## src/hw/rtl/gdo_pkg.sv

```systemverilog
// Shared types, constants and calendar functions for the date offset block
`default_nettype none

package gdo_pkg;

    localparam int COUNT_BITS = 16;

    localparam logic [13:0] YEAR_MIN = 14'd1;
    localparam logic [13:0] YEAR_MAX = 14'd9999;
    localparam logic [3:0]  MONTH_FIRST = 4'd1;
    localparam logic [3:0]  MONTH_LAST = 4'd12;
    localparam logic [4:0]  DAY_FIRST = 5'd1;
    localparam logic [4:0]  DAY_LAST_DEC = 5'd31;
    localparam logic [6:0]  CENTURY_LAST = 7'd99;

    localparam logic [28:0] DIV100_MUL = 29'd5243;
    localparam int          DIV100_SHIFT = 19;

    localparam logic OP_FORWARD = 1'b0;
    localparam logic OP_BACKWARD = 1'b1;

    typedef logic [COUNT_BITS-1:0] count_t;

    typedef struct packed {
        logic load;
        logic divide;
        logic split;
        logic clamp;
        logic step;
        logic capture;
    } cmd_t;

    typedef struct packed {
        logic done;
    } status_t;

    localparam logic [4:0] MONTH_LEN [12] = '{
        5'd31, 5'd28, 5'd31, 5'd30, 5'd31, 5'd30,
        5'd31, 5'd31, 5'd30, 5'd31, 5'd30, 5'd31
    };

    function automatic logic is_leap(input logic [6:0] century, input logic [6:0] rem);
        return (rem[1:0] == 2'd0) && ((rem != 7'd0) || (century[1:0] == 2'd0));
    endfunction

    function automatic logic [4:0] days_in(input logic [3:0] month, input logic leap);
        logic [3:0] idx;
        idx = month - 4'd1;
        if (month == 4'd2 && leap)
            return 5'd29;
        return MONTH_LEN[idx];
    endfunction

endpackage

`default_nettype wire

```

## src/hw/rtl/gdo_datapath.sv

```systemverilog
// Datapath: date registers, century split, day stepper and result register
`default_nettype none

module gdo_datapath (
    input  wire logic           clk,
    input  wire gdo_pkg::cmd_t  cmd,
    output gdo_pkg::status_t    status,
    input  wire logic           op,
    input  wire logic [13:0]    start_year,
    input  wire logic [3:0]     start_month,
    input  wire logic [4:0]     start_day,
    input  wire logic [15:0]    day_count,
    output logic [13:0]         result_year,
    output logic [3:0]          result_month,
    output logic [4:0]          result_day,
    output logic                out_of_range
);

    logic             op_reg;
    logic [13:0]      year_reg, year_next;
    logic [3:0]       month_reg, month_next;
    logic [4:0]       day_reg, day_next;
    gdo_pkg::count_t  count_reg, count_next;
    logic             flag_reg, flag_next;
    logic [6:0]       hi_reg, hi_next;
    logic [6:0]       lo_reg, lo_next;
    logic [13:0]      res_year_reg;
    logic [3:0]       res_month_reg;
    logic [4:0]       res_day_reg;
    logic             res_flag_reg;

    logic [28:0]      quot_prod;
    logic             leap;
    logic [4:0]       cur_len;
    logic [4:0]       prev_len;
    logic             at_edge;
    logic [13:0]      clamp_year;
    logic [3:0]       clamp_month;
    logic [4:0]       clamp_day;

    assign quot_prod = 29'(year_reg) * gdo_pkg::DIV100_MUL;
    assign leap      = gdo_pkg::is_leap(hi_reg, lo_reg);
    assign cur_len   = gdo_pkg::days_in(month_reg, leap);
    assign prev_len  = gdo_pkg::days_in(month_reg - 4'd1, leap);
    assign at_edge   = (op_reg == gdo_pkg::OP_FORWARD)
                     ? (year_reg == gdo_pkg::YEAR_MAX && month_reg == gdo_pkg::MONTH_LAST
                        && day_reg == gdo_pkg::DAY_LAST_DEC)
                     : (year_reg == gdo_pkg::YEAR_MIN && month_reg == gdo_pkg::MONTH_FIRST
                        && day_reg == gdo_pkg::DAY_FIRST);

    assign status.done = (count_reg == '0) || flag_reg;

    always_comb
    begin
        clamp_year = start_year;
        if (start_year < gdo_pkg::YEAR_MIN)
            clamp_year = gdo_pkg::YEAR_MIN;
        else if (start_year > gdo_pkg::YEAR_MAX)
            clamp_year = gdo_pkg::YEAR_MAX;
        clamp_month = start_month;
        if (start_month < gdo_pkg::MONTH_FIRST)
            clamp_month = gdo_pkg::MONTH_FIRST;
        else if (start_month > gdo_pkg::MONTH_LAST)
            clamp_month = gdo_pkg::MONTH_LAST;
        clamp_day = (start_day < gdo_pkg::DAY_FIRST) ? gdo_pkg::DAY_FIRST : start_day;
    end

    always_comb
    begin
        year_next  = year_reg;
        month_next = month_reg;
        day_next   = day_reg;
        count_next = count_reg;
        flag_next  = flag_reg;
        hi_next    = hi_reg;
        lo_next    = lo_reg;
        priority if (cmd.load)
        begin
            year_next  = clamp_year;
            month_next = clamp_month;
            day_next   = clamp_day;
            count_next = gdo_pkg::count_t'(day_count);
            flag_next  = 1'b0;
        end
        else if (cmd.divide)
        begin
            hi_next = quot_prod[gdo_pkg::DIV100_SHIFT +: 7];
        end
        else if (cmd.split)
        begin
            lo_next = 7'(year_reg - 14'(hi_reg) * 14'd100);
        end
        else if (cmd.clamp)
        begin
            if (day_reg > cur_len)
                day_next = cur_len;
        end
        else if (cmd.step)
        begin
            if (at_edge)
                flag_next = 1'b1;
            else
            begin
                count_next = count_reg - gdo_pkg::count_t'(1);
                if (op_reg == gdo_pkg::OP_FORWARD)
                begin
                    if (day_reg == cur_len)
                    begin
                        day_next = gdo_pkg::DAY_FIRST;
                        if (month_reg == gdo_pkg::MONTH_LAST)
                        begin
                            month_next = gdo_pkg::MONTH_FIRST;
                            year_next  = year_reg + 14'd1;
                            if (lo_reg == gdo_pkg::CENTURY_LAST)
                            begin
                                lo_next = 7'd0;
                                hi_next = hi_reg + 7'd1;
                            end
                            else
                                lo_next = lo_reg + 7'd1;
                        end
                        else
                            month_next = month_reg + 4'd1;
                    end
                    else
                        day_next = day_reg + 5'd1;
                end
                else
                begin
                    if (day_reg == gdo_pkg::DAY_FIRST)
                    begin
                        if (month_reg == gdo_pkg::MONTH_FIRST)
                        begin
                            month_next = gdo_pkg::MONTH_LAST;
                            day_next   = gdo_pkg::DAY_LAST_DEC;
                            year_next  = year_reg - 14'd1;
                            if (lo_reg == 7'd0)
                            begin
                                lo_next = gdo_pkg::CENTURY_LAST;
                                hi_next = hi_reg - 7'd1;
                            end
                            else
                                lo_next = lo_reg - 7'd1;
                        end
                        else
                        begin
                            month_next = month_reg - 4'd1;
                            day_next   = prev_len;
                        end
                    end
                    else
                        day_next = day_reg - 5'd1;
                end
            end
        end
        else
        begin
        end
    end

    always_ff @(posedge clk)
    begin
        if (cmd.load)
            op_reg <= op;
        year_reg  <= year_next;
        month_reg <= month_next;
        day_reg   <= day_next;
        count_reg <= count_next;
        flag_reg  <= flag_next;
        hi_reg    <= hi_next;
        lo_reg    <= lo_next;
        if (cmd.capture)
        begin
            res_year_reg  <= year_reg;
            res_month_reg <= month_reg;
            res_day_reg   <= day_reg;
            res_flag_reg  <= flag_reg;
        end
    end

    assign result_year  = res_year_reg;
    assign result_month = res_month_reg;
    assign result_day   = res_day_reg;
    assign out_of_range = res_flag_reg;

endmodule

`default_nettype wire

```

## src/hw/rtl/gdo_controller.sv

```systemverilog
// Controller: sequences load, century split, day clamp, stepping and result handoff
`default_nettype none

module gdo_controller (
    input  wire logic             clk,
    input  wire logic             rst_n,
    input  wire logic             req_valid,
    output logic                  req_stall,
    output logic                  rsp_valid,
    input  wire logic             rsp_stall,
    output gdo_pkg::cmd_t         cmd,
    input  wire gdo_pkg::status_t status
);

    typedef enum logic [5:0] {
        ST_IDLE   = 6'b000001,
        ST_DIVIDE = 6'b000010,
        ST_SPLIT  = 6'b000100,
        ST_CLAMP  = 6'b001000,
        ST_STEP   = 6'b010000,
        ST_FINISH = 6'b100000
    } state_t;

    state_t state_reg, state_next;
    logic   rsp_valid_reg, rsp_valid_next;
    logic   out_free;

    assign out_free  = !rsp_valid_reg || !rsp_stall;
    assign req_stall = (state_reg != ST_IDLE);
    assign rsp_valid = rsp_valid_reg;

    always_comb
    begin
        state_next     = state_reg;
        cmd            = '0;
        rsp_valid_next = rsp_valid_reg && rsp_stall;
        unique case (state_reg)
            ST_IDLE:
            begin
                if (req_valid)
                begin
                    cmd.load   = 1'b1;
                    state_next = ST_DIVIDE;
                end
            end
            ST_DIVIDE:
            begin
                cmd.divide = 1'b1;
                state_next = ST_SPLIT;
            end
            ST_SPLIT:
            begin
                cmd.split  = 1'b1;
                state_next = ST_CLAMP;
            end
            ST_CLAMP:
            begin
                cmd.clamp  = 1'b1;
                state_next = ST_STEP;
            end
            ST_STEP:
            begin
                if (status.done)
                    state_next = ST_FINISH;
                else
                    cmd.step = 1'b1;
            end
            ST_FINISH:
            begin
                if (out_free)
                begin
                    cmd.capture    = 1'b1;
                    rsp_valid_next = 1'b1;
                    state_next     = ST_IDLE;
                end
            end
            default:
            begin
                state_next = ST_IDLE;
            end
        endcase
    end

    always_ff @(posedge clk or negedge rst_n)
    begin
        if (!rst_n)
        begin
            state_reg     <= ST_IDLE;
            rsp_valid_reg <= 1'b0;
        end
        else
        begin
            state_reg     <= state_next;
            rsp_valid_reg <= rsp_valid_next;
        end
    end

endmodule

`default_nettype wire

```

## src/hw/rtl/gregorian_date_offset.sv

```systemverilog
// Steps one day per cycle in the datapath stepper; setup steps through divide, split and clamp.
// A new request is taken in idle; the result register frees the input side while a result waits.
// Reset: rst_n asynchronous active low clears controller state and result valid.
// Top level: Gregorian date add/subtract days
`default_nettype none

module gregorian_date_offset (
    input  wire logic        clk,
    input  wire logic        rst_n,
    input  wire logic        req_valid,
    output logic             req_stall,
    input  wire logic        op,
    input  wire logic [13:0] start_year,
    input  wire logic [3:0]  start_month,
    input  wire logic [4:0]  start_day,
    input  wire logic [15:0] day_count,
    output logic             rsp_valid,
    input  wire logic        rsp_stall,
    output logic [13:0]      result_year,
    output logic [3:0]       result_month,
    output logic [4:0]       result_day,
    output logic             out_of_range
);

    gdo_pkg::cmd_t    cmd;
    gdo_pkg::status_t status;

    gdo_controller u_ctrl (
        .clk       (clk),
        .rst_n     (rst_n),
        .req_valid (req_valid),
        .req_stall (req_stall),
        .rsp_valid (rsp_valid),
        .rsp_stall (rsp_stall),
        .cmd       (cmd),
        .status    (status)
    );

    gdo_datapath u_dp (
        .clk          (clk),
        .cmd          (cmd),
        .status       (status),
        .op           (op),
        .start_year   (start_year),
        .start_month  (start_month),
        .start_day    (start_day),
        .day_count    (day_count),
        .result_year  (result_year),
        .result_month (result_month),
        .result_day   (result_day),
        .out_of_range (out_of_range)
    );

endmodule

`default_nettype wire

```

## config.mk

```make
export PLATFORM = sky130hd
export DESIGN_NAME = gregorian_date_offset
export DESIGN_NICKNAME = d
export VERILOG_FILES = /design/src/hw/rtl/gdo_pkg.sv /design/src/hw/rtl/gdo_datapath.sv /design/src/hw/rtl/gdo_controller.sv /design/src/hw/rtl/gregorian_date_offset.sv
export SDC_FILE = /design/constraint.sdc
export NUM_CORES = 1
export LEC_CHECK = 0
export BUFFER_PORTS_ARGS = -buffer_cell sky130_fd_sc_hd__buf_4
export CAP_MARGIN = 25
export CORE_MARGIN = 1
export CORE_UTILIZATION = 35
export DETAILED_ROUTE_END_ITERATION = 6
export PLACE_DENSITY = 0.6
export SYNTH_ARGS = -nofsm -noshare
export SYNTH_HDL_FRONTEND = slang
export SYNTH_SLANG_ARGS = --single-unit
```

## constraint.sdc

```tcl
create_clock -name clk -period 5.4 [get_ports clk]
set_clock_uncertainty 0.2 [all_clocks]
set_input_delay 0.54 -clock clk [delete_from_list [all_inputs] [get_ports clk]]
set_output_delay 0.54 -clock clk [all_outputs]
set_load 0.02 [all_outputs]
```

==> results.md, run 1 <==
- Outcome: completed
- Fillers: 2517
- Setup violators final: 0
- Worst path arrival time: 5.10 ns
- Synth Area per Inst: 9.721 sq um
- Sequential area share after synthesis: 27.66%
- Via count: 6880
- Total gr overflow: 0
- Initial antenna violation count: 2
- Number of max-cap violations: 0
- Synth Net Count: 1170
- Final #Nets: 1242
- Antenna-violating nets left: 0
- Die H: 162.0 microns
- Hold-fix buffers, CTS: 1
- FP Rows: 58
- Diodes inserted: 0
- Critical path class: flip-flop to flip-flop
- CTS Buf Count: 9
- Layout area overhead: 14.06%
- Adder-cell share of the synthesized area: 33.84%
- Synth async-reset ratio: 8.333%
- Max-slew headroom: 52.76%
- Number of flip-flops in the largest register: 16
- IO Count: 70
- DRC: 0
- DRT Wirelength: 21690 microns
- Worst hold path class: input pin to flip-flop
- Post-CTS Setup Inserts: 0
- Worst-Margin Slew: 0.7069 ns
- Post-Synthesis Cell Area: 8962 sq um
- Critical Path Slowest Stage Cell: edfxtp_1
- Die width: 162.0 microns
- Vias/cell: 5.177
- TNS Setup: 0 ns
- Compound-gate portion of the synthesized area: 13.74%
- CTS tree: done
- Max-slew violation count: 0
- Detail Placement HPWL: 17290 microns
- Die area: 26250 sq um
- WP data required: 5.40 ns
- Ys Warns: 0
- Post-CTS Resized: 0
- Register area: 2479 sq um
- CTS root buffer: clkbuf_16
- Worst path max stage delay: 0.72 ns
- RSZ-0062 raised after global routing: false
- Crit. End Element: flip-flop
- Core Footprint: 25180 sq um
- Vias in the first global route: 6673
- Fin crit share: 94.52%
- Simple-gate area share of the yosys netlist: 11.77%
- Final min period: 5.104 ns
- Largest family of logic cells by synthesized area: adder cells
- FMAX: 0.1959 GHz
- DRT Pass-1 Iters: 6
- Skew-Pair Late Insertion Delay: 0.36 ns
- Buffers added on ports: 69
- Post-synth top area cell: edfxtp_1
- Synth unique cells: 71
- Cell Chain, Critical Path: fa_1 -> ha_1 -> inv_1 -> fa_1 -> inv_1 -> fa_1 -> inv_1 -> fa_1 -> inv_1 -> ha_1 -> a21oi_1 -> o21ai_1 -> a221oi_1 -> nor2b_1 -> or3_1 -> o2111ai_1
- Clk pin slew, worst setup/hold paths: 0.08 ns
- Fin util: 40.59%
- Top delay family on crit path: adder cells
- Ranking of synthesized cells by area: edfxtp_1 25%, ha_1 20%, fa_1 14%
- Placer Congestion: 0.8864
- First-pass GRT wire length: 35350 microns
- Main synth FF type: edfxtp_1
- Bufs and invs on worst path: 4
- EDFF count, synth: 76
- Avg WL per Cell: 16.32 microns
- Synthesis-stage register bit count: 84
- Startpoint types: flip-flop
- Number of DRC markers in iteration 0: 368
- Layout cells sized above 1: 11.21%
- Post-Synth XOR/XNOR Area: 5.277%
- Largest net degree at the start of global routing: 46
- Share of the synthesized area in the top cell type: 25.46%
- Clock Path Buffers: 2
- Final Hold Vio Count: 0
- CTS sink cnt: 84
- Crit Path Max Fanout: 11
- GRT Overall Usage: 17.23%
- H-tree depth: 3
- Mapped Cells: 922
- Top cells by count, synth: 147 x inv_1, 140 x ha_1, 76 x edfxtp_1, 65 x nand2_1, 64 x fa_1
- Multi-input gate area: 5827 sq um
- Starting Density: 35.59%
- Most numerous cell in the Yosys netlist: inv_1
- Multiplexer share of the synthesized area: 0.3490%
## layer usage
layer	vias to the layer above	track usage [%]	wire length (microns)
li1	3357	-	-
met1	3368	24.81	10600
met2	129	26.61	9923
met3	24	2.860	795
met4	2	4.588	357
met5	-	0	12
## cells by family (layout without fill, tap and decap cells)
| group | count (synthesis) | after routing |
|---|---|---|
| muxes | 3 | 3 |
| buffers and inverters | 175 | 252 |
| xor gates and xnor gates | 54 | 54 |
| and+or+nand+nor | 215 | 215 |
| AOI/OAI and AO/OA | 187 | 187 |
| DFF | 84 | 84 |
| adders and majority gates | 204 | 204 |
## metrics by stage
step           worst slack (ns)  cell area [sq um]  hold slack [ns]  instances
3_5_place_dp             0.3250               9912           0.1587       1312
4_1_cts                  0.3003              10220           0.1178       1329
5_1_grt                 0.04591              10220           0.1301       1329
3_3_place_gp             0.3975               9912           0.1588       1312
6_report                 0.2957              10220           0.1297       1329
2_1_floorplan            0.6575               8962          0.04441        922
## cell usage in the layout (no fill, tap or decap), types with 3 or more instances in the layout
cell and n:
o211ai_1 8, nor3b_1 3, or4_1 3, a21o_1 8, a32oi_1 3, a21oi_1 38, o21ai_0 26, nand2_1 65
nand3b_1 9, nor2b_1 3, nor4_1 9, o21a_1 3, a22o_1 5, o22ai_1 12, fa_1 64, nor2_1 53
dfrtp_1 6, o21ai_1 27, buf_4 83, o211a_1 3, o32a_1 3, inv_2 5, nand4_1 8, xnor2_1 32
inv_1 147, ha_1 140, clkbuf_16 9, a31oi_1 10, a41oi_1 5, nor3_1 8, edfxtp_1 76, and3_1 5
nand3_1 21, or3_1 10, xor2_1 22, nand2b_1 7, a22oi_1 3, and2_1 4, a221oi_1 4
## layout make-up
class	instances	area share (%)
multi-input combinational	663	57.00
sequential	84	24.25
timing repair buffer	84	6.193
inverter	152	5.581
tap	330	4.039
clock buffer	10	2.240
clock inverter	6	0.6977
## final timing paths
path / startpoint / end / slack, ns / cells past startpoint
min in group asynchronous: rst_n / u_ctrl.rsp_valid$_DFF_PN0_ / 0.33 / 2
setup reg to reg: u_dp.year_reg[11]$_DFFE_PP_ / u_dp.hi_reg[1]$_DFFE_PP_ / 0.30 / 16
hold reg to reg: u_dp.year_reg[5]$_DFFE_PP_ / u_dp.result_year[5]$_DFFE_PP_ / 0.30 / 0
setup / recovery: u_dp.year_reg[11]$_DFFE_PP_ / u_dp.hi_reg[1]$_DFFE_PP_ / 0.30 / 16
hold / removal: req_valid / u_ctrl.state_reg[0]$_DFFE_PN1P_ / 0.13 / 2
max in group asynchronous: rst_n / u_ctrl.state_reg[0]$_DFFE_PN1P_ / 4.46 / 2
Power of run 1 is not shown: default switching activity piles up to over one toggle a cycle in this logic, so the estimate is an artifact.
==> run 2, diff against run 1 <==
--- a/config.mk
+++ b/config.mk
@@ -13,4 +13,5 @@
 export PLACE_DENSITY = 0.6
 export SYNTH_ARGS = -nofsm -noshare
 export SYNTH_HDL_FRONTEND = slang
+export SYNTH_HIERARCHICAL = 1
 export SYNTH_SLANG_ARGS = --single-unit
==> results.md, run 2 <==
- Outcome: completed
- Crit Path Max Fanout: 6
- H-tree depth: 3
- IO Count: 70
- Post-Synthesis Cell Area: 9126 sq um
- Critical Path Slowest Stage Cell: fa_1
- FMAX: 0.1948 GHz
- Largest net degree at the start of global routing: 62
- Synth async-reset ratio: 8.333%
- Commonest non-fill, non-tap cell in the layout: inv_1
- Crit. End Element: flip-flop
- CTS Buf Count: 9
- Mapped Cells: 938
- Vias in the first global route: 6701
- DRT Wirelength: 22160 microns
- Reg2reg setup slack: 0.27 ns
- Avg WL per Cell: 16.38 microns
- R2R Path Start: u_dp/year_reg[10]$_DFFE_PP_
- Critical Path Most Common Cell: fa_1
- Ranking of synthesized cells by area: edfxtp_1 25%, ha_1 19%, fa_1 14%
- TNS Setup: 0 ns
- Die width: 163.5 microns
- Placed inst area: 10150 sq um
- Buffers added on ports: 69
- Synthesis-stage register bit count: 84
- First-pass GRT wire length: 35960 microns
- Worst-Margin Slew: 0.7250 ns
- Clk pin slew, worst setup/hold paths: 0.06 ns
- Via count: 6979
- Post-CTS Resized: 0
- RSZ-0062 raised after global routing: false
- Layout area overhead: 14.85%
- Worst path max stage delay: 0.55 ns
- Share of the synthesized area in the top cell type: 25.01%
- Max-slew violation count: 0
- Min-delay src: op
- Post-synth top area cell: edfxtp_1
- CTS sink cnt: 84
- Top delay family on crit path: adder cells
- Die area: 26720 sq um
- Max-slew headroom: 51.55%
- Startpoint types: flip-flop
- Final Hold Vio Count: 0
- Starting Density: 35.93%
- Hold-fix buffers, CTS: 1
- Core Footprint: 25400 sq um
- Number of DRC markers in iteration 0: 492
- Worst reg2reg endpoint: u_dp/hi_reg[2]$_DFFE_PP_
- Main synth FF type: edfxtp_1
- Worst hold path class: input pin to flip-flop
- Bufs and invs on worst path: 2
- Commonest cells after routing, fill and taps aside: 155 x inv_1, 136 x ha_1, 95 x buf_4, 76 x edfxtp_1
- Fin crit share: 95.05%
- Top cells by count, synth: 155 x inv_1, 136 x ha_1, 76 x edfxtp_1, 64 x fa_1, 64 x nand2_1
- Synth Area per Inst: 9.729 sq um
- Clock Path Buffers: 2
- WP data required: 5.29 ns
- EDFF count, synth: 76
- Layout cells sized above 1: 12.51%
- Final min period: 5.133 ns
- Antenna-violating nets left: 0
- Synth unique cells: 73
- Detail Placement HPWL: 17820 microns
- Reg2Reg Depth: 14
- Die H: 163.5 microns
- Critical path class: flip-flop to flip-flop
- Number of flip-flops in the largest register: 16
- Initial antenna violation count: 0
- Skew-Pair Late Insertion Delay: 0.35 ns
- Most numerous cell in the Yosys netlist: inv_1
- Vias/cell: 5.158
- CTS root buffer: clkbuf_16
- FP Rows: 58
- Final instance area: 10480 sq um
- Setup violators final: 0
- Worst path arrival time: 5.03 ns
- Hold endpoint: u_dp/op_reg$_DFFE_PP_
- Synth Net Count: 1182
- Sequential area share after synthesis: 27.16%
- DRT Pass-1 Iters: 5
- Number of max-cap violations: 0
- Cell Chain, Critical Path: ha_1 -> fa_1 -> fa_1 -> inv_1 -> fa_1 -> fa_1 -> inv_1 -> ha_1 -> and3_1 -> and3_1 -> a211o_1 -> a21o_1 -> nand3_1 -> or3b_1
- CTS tree: done
- DRC: 0
- Ys Warns: 6
- Total gr overflow: 0
- Placer Congestion: 0.8830
- Post-CTS Setup Inserts: 0
- WHS Path Cells: 1
- Diodes inserted: 0
- Final #Nets: 1262
- GRT Overall Usage: 17.28%
run 2: cells by family (layout without fill, tap and decap cells):
logic type      after synthesis  after routing  synth area share, %
buf+inv                     182            267                7.513
flops                        84             84                27.16
mux                           9              9               0.9872
fa+ha+maj                   200            200                32.68
compound gates              183            183                12.86
simple gates                223            223                13.33
xor+xnor                     57             57                5.470
run 2: stage by stage:
stage / hold slack, ns / utilization, % / setup WS (ns) / std cells
after floorplan: 0.04441 / - / 0.3251 / 938
after global placement: 0.1586 / 39.98 / 0.3093 / 1336
after detailed placement: 0.1579 / 39.98 / 0.2459 / 1336
after CTS: 0.1677 / 41.27 / 0.2509 / 1353
after global routing: 0.1633 / 41.27 / 0.02539 / 1353
final: 0.1759 / 41.27 / 0.2673 / 1353
run 2: worst reg2reg max path, stage by stage (launching register included):
cell	delay, ns
edfxtp_1	0.52
ha_1	0.38
fa_1	0.50
fa_1	0.52
inv_1	0.05
fa_1	0.46
fa_1	0.55
inv_1	0.04
ha_1	0.32
and3_1	0.19
and3_1	0.20
a211o_1	0.34
a21o_1	0.21
nand3_1	0.07
or3b_1	0.34
run 2: final cells by class:
type                    count  area (sq um)
repair buffers             96         723.2
multi-input cells         672          5968
well taps                 330         412.9
inverters                 155         581.8
clock buffers              10         229.0
flip-flops and latches     84          2479
fillers                  2558         14920
clock inverters             6         87.58
run 2: per-layer routing:
metal	track usage, %	routed length, microns
met5	0	0
met4	3.072	219
met3	2.489	987
met2	25.96	9839
met1	26.18	11110
run 2: worst max-delay path by stage:
stage                                startpoint                  endpoint  slack (ns)  depth (start not counted)
floorplan            u_dp/year_reg[4]$_DFFE_PP_  u_dp/hi_reg[2]$_DFFE_PP_        0.33                         16
global placement    u_dp/year_reg[10]$_DFFE_PP_  u_dp/hi_reg[2]$_DFFE_PP_        0.31                         14
detailed placement  u_dp/year_reg[10]$_DFFE_PP_  u_dp/hi_reg[2]$_DFFE_PP_        0.25                         14
CTS                 u_dp/year_reg[10]$_DFFE_PP_  u_dp/hi_reg[2]$_DFFE_PP_        0.25                         14
global route        u_dp/year_reg[11]$_DFFE_PP_  u_dp/hi_reg[4]$_DFFE_PP_        0.03                         16
finish              u_dp/year_reg[10]$_DFFE_PP_  u_dp/hi_reg[2]$_DFFE_PP_        0.27                         14
Power of run 2 is left out for the same reason.
==> run 3, diff against run 2 <==
--- a/config.mk
+++ b/config.mk
@@ -11,6 +11,7 @@
 export CORE_UTILIZATION = 35
 export DETAILED_ROUTE_END_ITERATION = 6
 export PLACE_DENSITY = 0.6
+export REMOVE_ABC_BUFFERS = 1
 export SYNTH_ARGS = -nofsm -noshare
 export SYNTH_HDL_FRONTEND = slang
 export SYNTH_HIERARCHICAL = 1
==> results.md, run 3 (same netlist as run 2, synthesis figures left out) <==
- DRT Pass-1 Iters: 5
- Worst-Margin Slew: 0.7170 ns
- H-tree depth: 3
- Placer Congestion: 0.9163
- Number of max-cap violations: 0
- Startpoint types: flip-flop
- R2R Path Start: u_dp/year_reg[9]$_DFFE_PP_
- Fin util: 41.35%
- DRT Wirelength: 22780 microns
- Setup violators final: 0
- FMAX: 0.1922 GHz
- Critical Path Most Common Cell: fa_1
- Commonest cells after routing, fill and taps aside: 155 x inv_1, 136 x ha_1, 97 x buf_4, 76 x edfxtp_1
- Post-Layout Cell Count: 1355
- Antenna-violating nets left: 0
- Vias in the first global route: 7054
- CTS tree: done
- Worst hold path class: input pin to flip-flop
- DRC: 0
- Max-slew headroom: 52.10%
- Clk pin slew, worst setup/hold paths: 0.08 ns
- Final worst slack: 0.1959 ns
- CTS Buf Count: 9
- Number of DRC markers in iteration 0: 546
- Diodes inserted: 0
- Fillers: 2519
- Avg WL per Cell: 16.81 microns
- Die area: 26720 sq um
- First-pass GRT wire length: 37180 microns
- Pre-CTS setup slack: 0.2752 ns
- CTS sink cnt: 84
- Final Hold Vio Count: 0
- CTS root buffer: clkbuf_16
- Max-slew violation count: 0
- Crit. End Element: flip-flop
- Crit Path Max Fanout: 6
- Worst path arrival time: 5.12 ns
- Fin crit share: 96.37%
- Critical path class: flip-flop to flip-flop
- GRT Overall Usage: 17.99%
- Die width: 163.5 microns
- Worst path max stage delay: 0.56 ns
- Critical Path Slowest Stage Cell: fa_1
- Layout cells sized above 1: 12.98%
- Min-delay src: op
- Via count: 7049
- Die H: 163.5 microns
- FP Rows: 58
- Core Footprint: 25400 sq um
- Commonest non-fill, non-tap cell in the layout: inv_1
- Largest net degree at the start of global routing: 62
- Skew-Pair Late Insertion Delay: 0.36 ns
- WP data required: 5.32 ns
- Initial antenna violation count: 0
- Final min period: 5.204 ns
- TNS Setup: 0 ns
- Final #Nets: 1264
- Number of flip-flops in the largest register: 16
- IO Count: 70
- Layout area overhead: 15.08%
- Cell count after placement: 1336
- Total gr overflow: 0
- Buffers added on ports: 69
- Vias/cell: 5.202
- Outcome: completed
- Clock Path Buffers: 2
- Detail Placement HPWL: 18470 microns
- Crit path from: u_dp/year_reg[9]$_DFFE_PP_
- Starting Density: 35.93%
- RSZ-0062 raised after global routing: false
- Cell Chain, Critical Path: buf_4 -> ha_1 -> fa_1 -> fa_1 -> inv_1 -> fa_1 -> fa_1 -> inv_1 -> ha_1 -> and3_1 -> and3_1 -> a211o_1 -> a21o_1 -> nand3_1 -> or3b_1
run 3: cell count changes in the layout (fill, tap and decap cells not counted), sizes merged:
cell and change:
clkinvlp +3, bufinv -1, clkbuf -1, clkinv -1
buf +2
run 3: layout make-up:
type	count	area (sq um)	area share [%]
Clock buffer	9	225.2	2.144
Clock inverter	7	86.33	0.8220
Inverter	155	581.8	5.540
Multi-Input combinational cell	672	5979	56.93
Sequential cell	84	2479	23.60
Tap cell	330	412.9	3.931
Timing Repair Buffer	98	738.2	7.029
run 3: critical path: cells and delay by family (launching register included):
| family | cells | cell delay, ns |
|---|---|---|
| flops | 1 | 0.51 |
| simple gates | 4 | 0.78 |
| fa+ha+maj | 6 | 2.60 |
| buf+inv | 3 | 0.29 |
| compound gates | 2 | 0.58 |
run 3: final timing paths:
check                                                  endpoint  cells after the start  slack, ns
worst max-delay path                   u_dp/hi_reg[2]$_DFFE_PP_                     15       0.20
worst min register to register      u_dp/out_of_range$_DFFE_PP_                      0       0.27
max in group asynchronous       u_ctrl/state_reg[0]$_DFFE_PN1P_                      2       4.46
min in group asynchronous       u_ctrl/state_reg[4]$_DFFE_PN0P_                      2       0.33
worst min-delay path                      u_dp/op_reg$_DFFE_PP_                      1       0.16
worst max register to register         u_dp/hi_reg[2]$_DFFE_PP_                     15       0.20
run 3: per-stage QoR:
stage	hold slack, ns	cell area, sq um
5_1_grt	0.1508	10500
3_5_place_dp	0.1598	10150
4_1_cts	0.1482	10480
6_report	0.1582	10500
3_3_place_gp	0.1634	10150
2_1_floorplan	0.04441	9022
run 3: timing repair:
| action | 4_1_cts | 5_1_grt |
|---|---|---|
| hold endpoints to repair | 7 | 0 |
| hold buffers | 1 | 0 |
| setup buffers | 0 | 2 |
| gates resized for setup | 0 | 2 |
| endpoints found under the setup margin | 0 | 2 |
run 3: metal layers:
metal | GRT usage [%] | vias up | share of wire, %
li1 | - | 3420 | -
met1 | 24.80 | 3442 | 48
met2 | 29.24 | 157 | 46
met3 | 1.981 | 30 | 4.1
met4 | 5.934 | 0 | 2.3
met5 | 0 | - | 0
Power of run 3 is left out for the same reason.
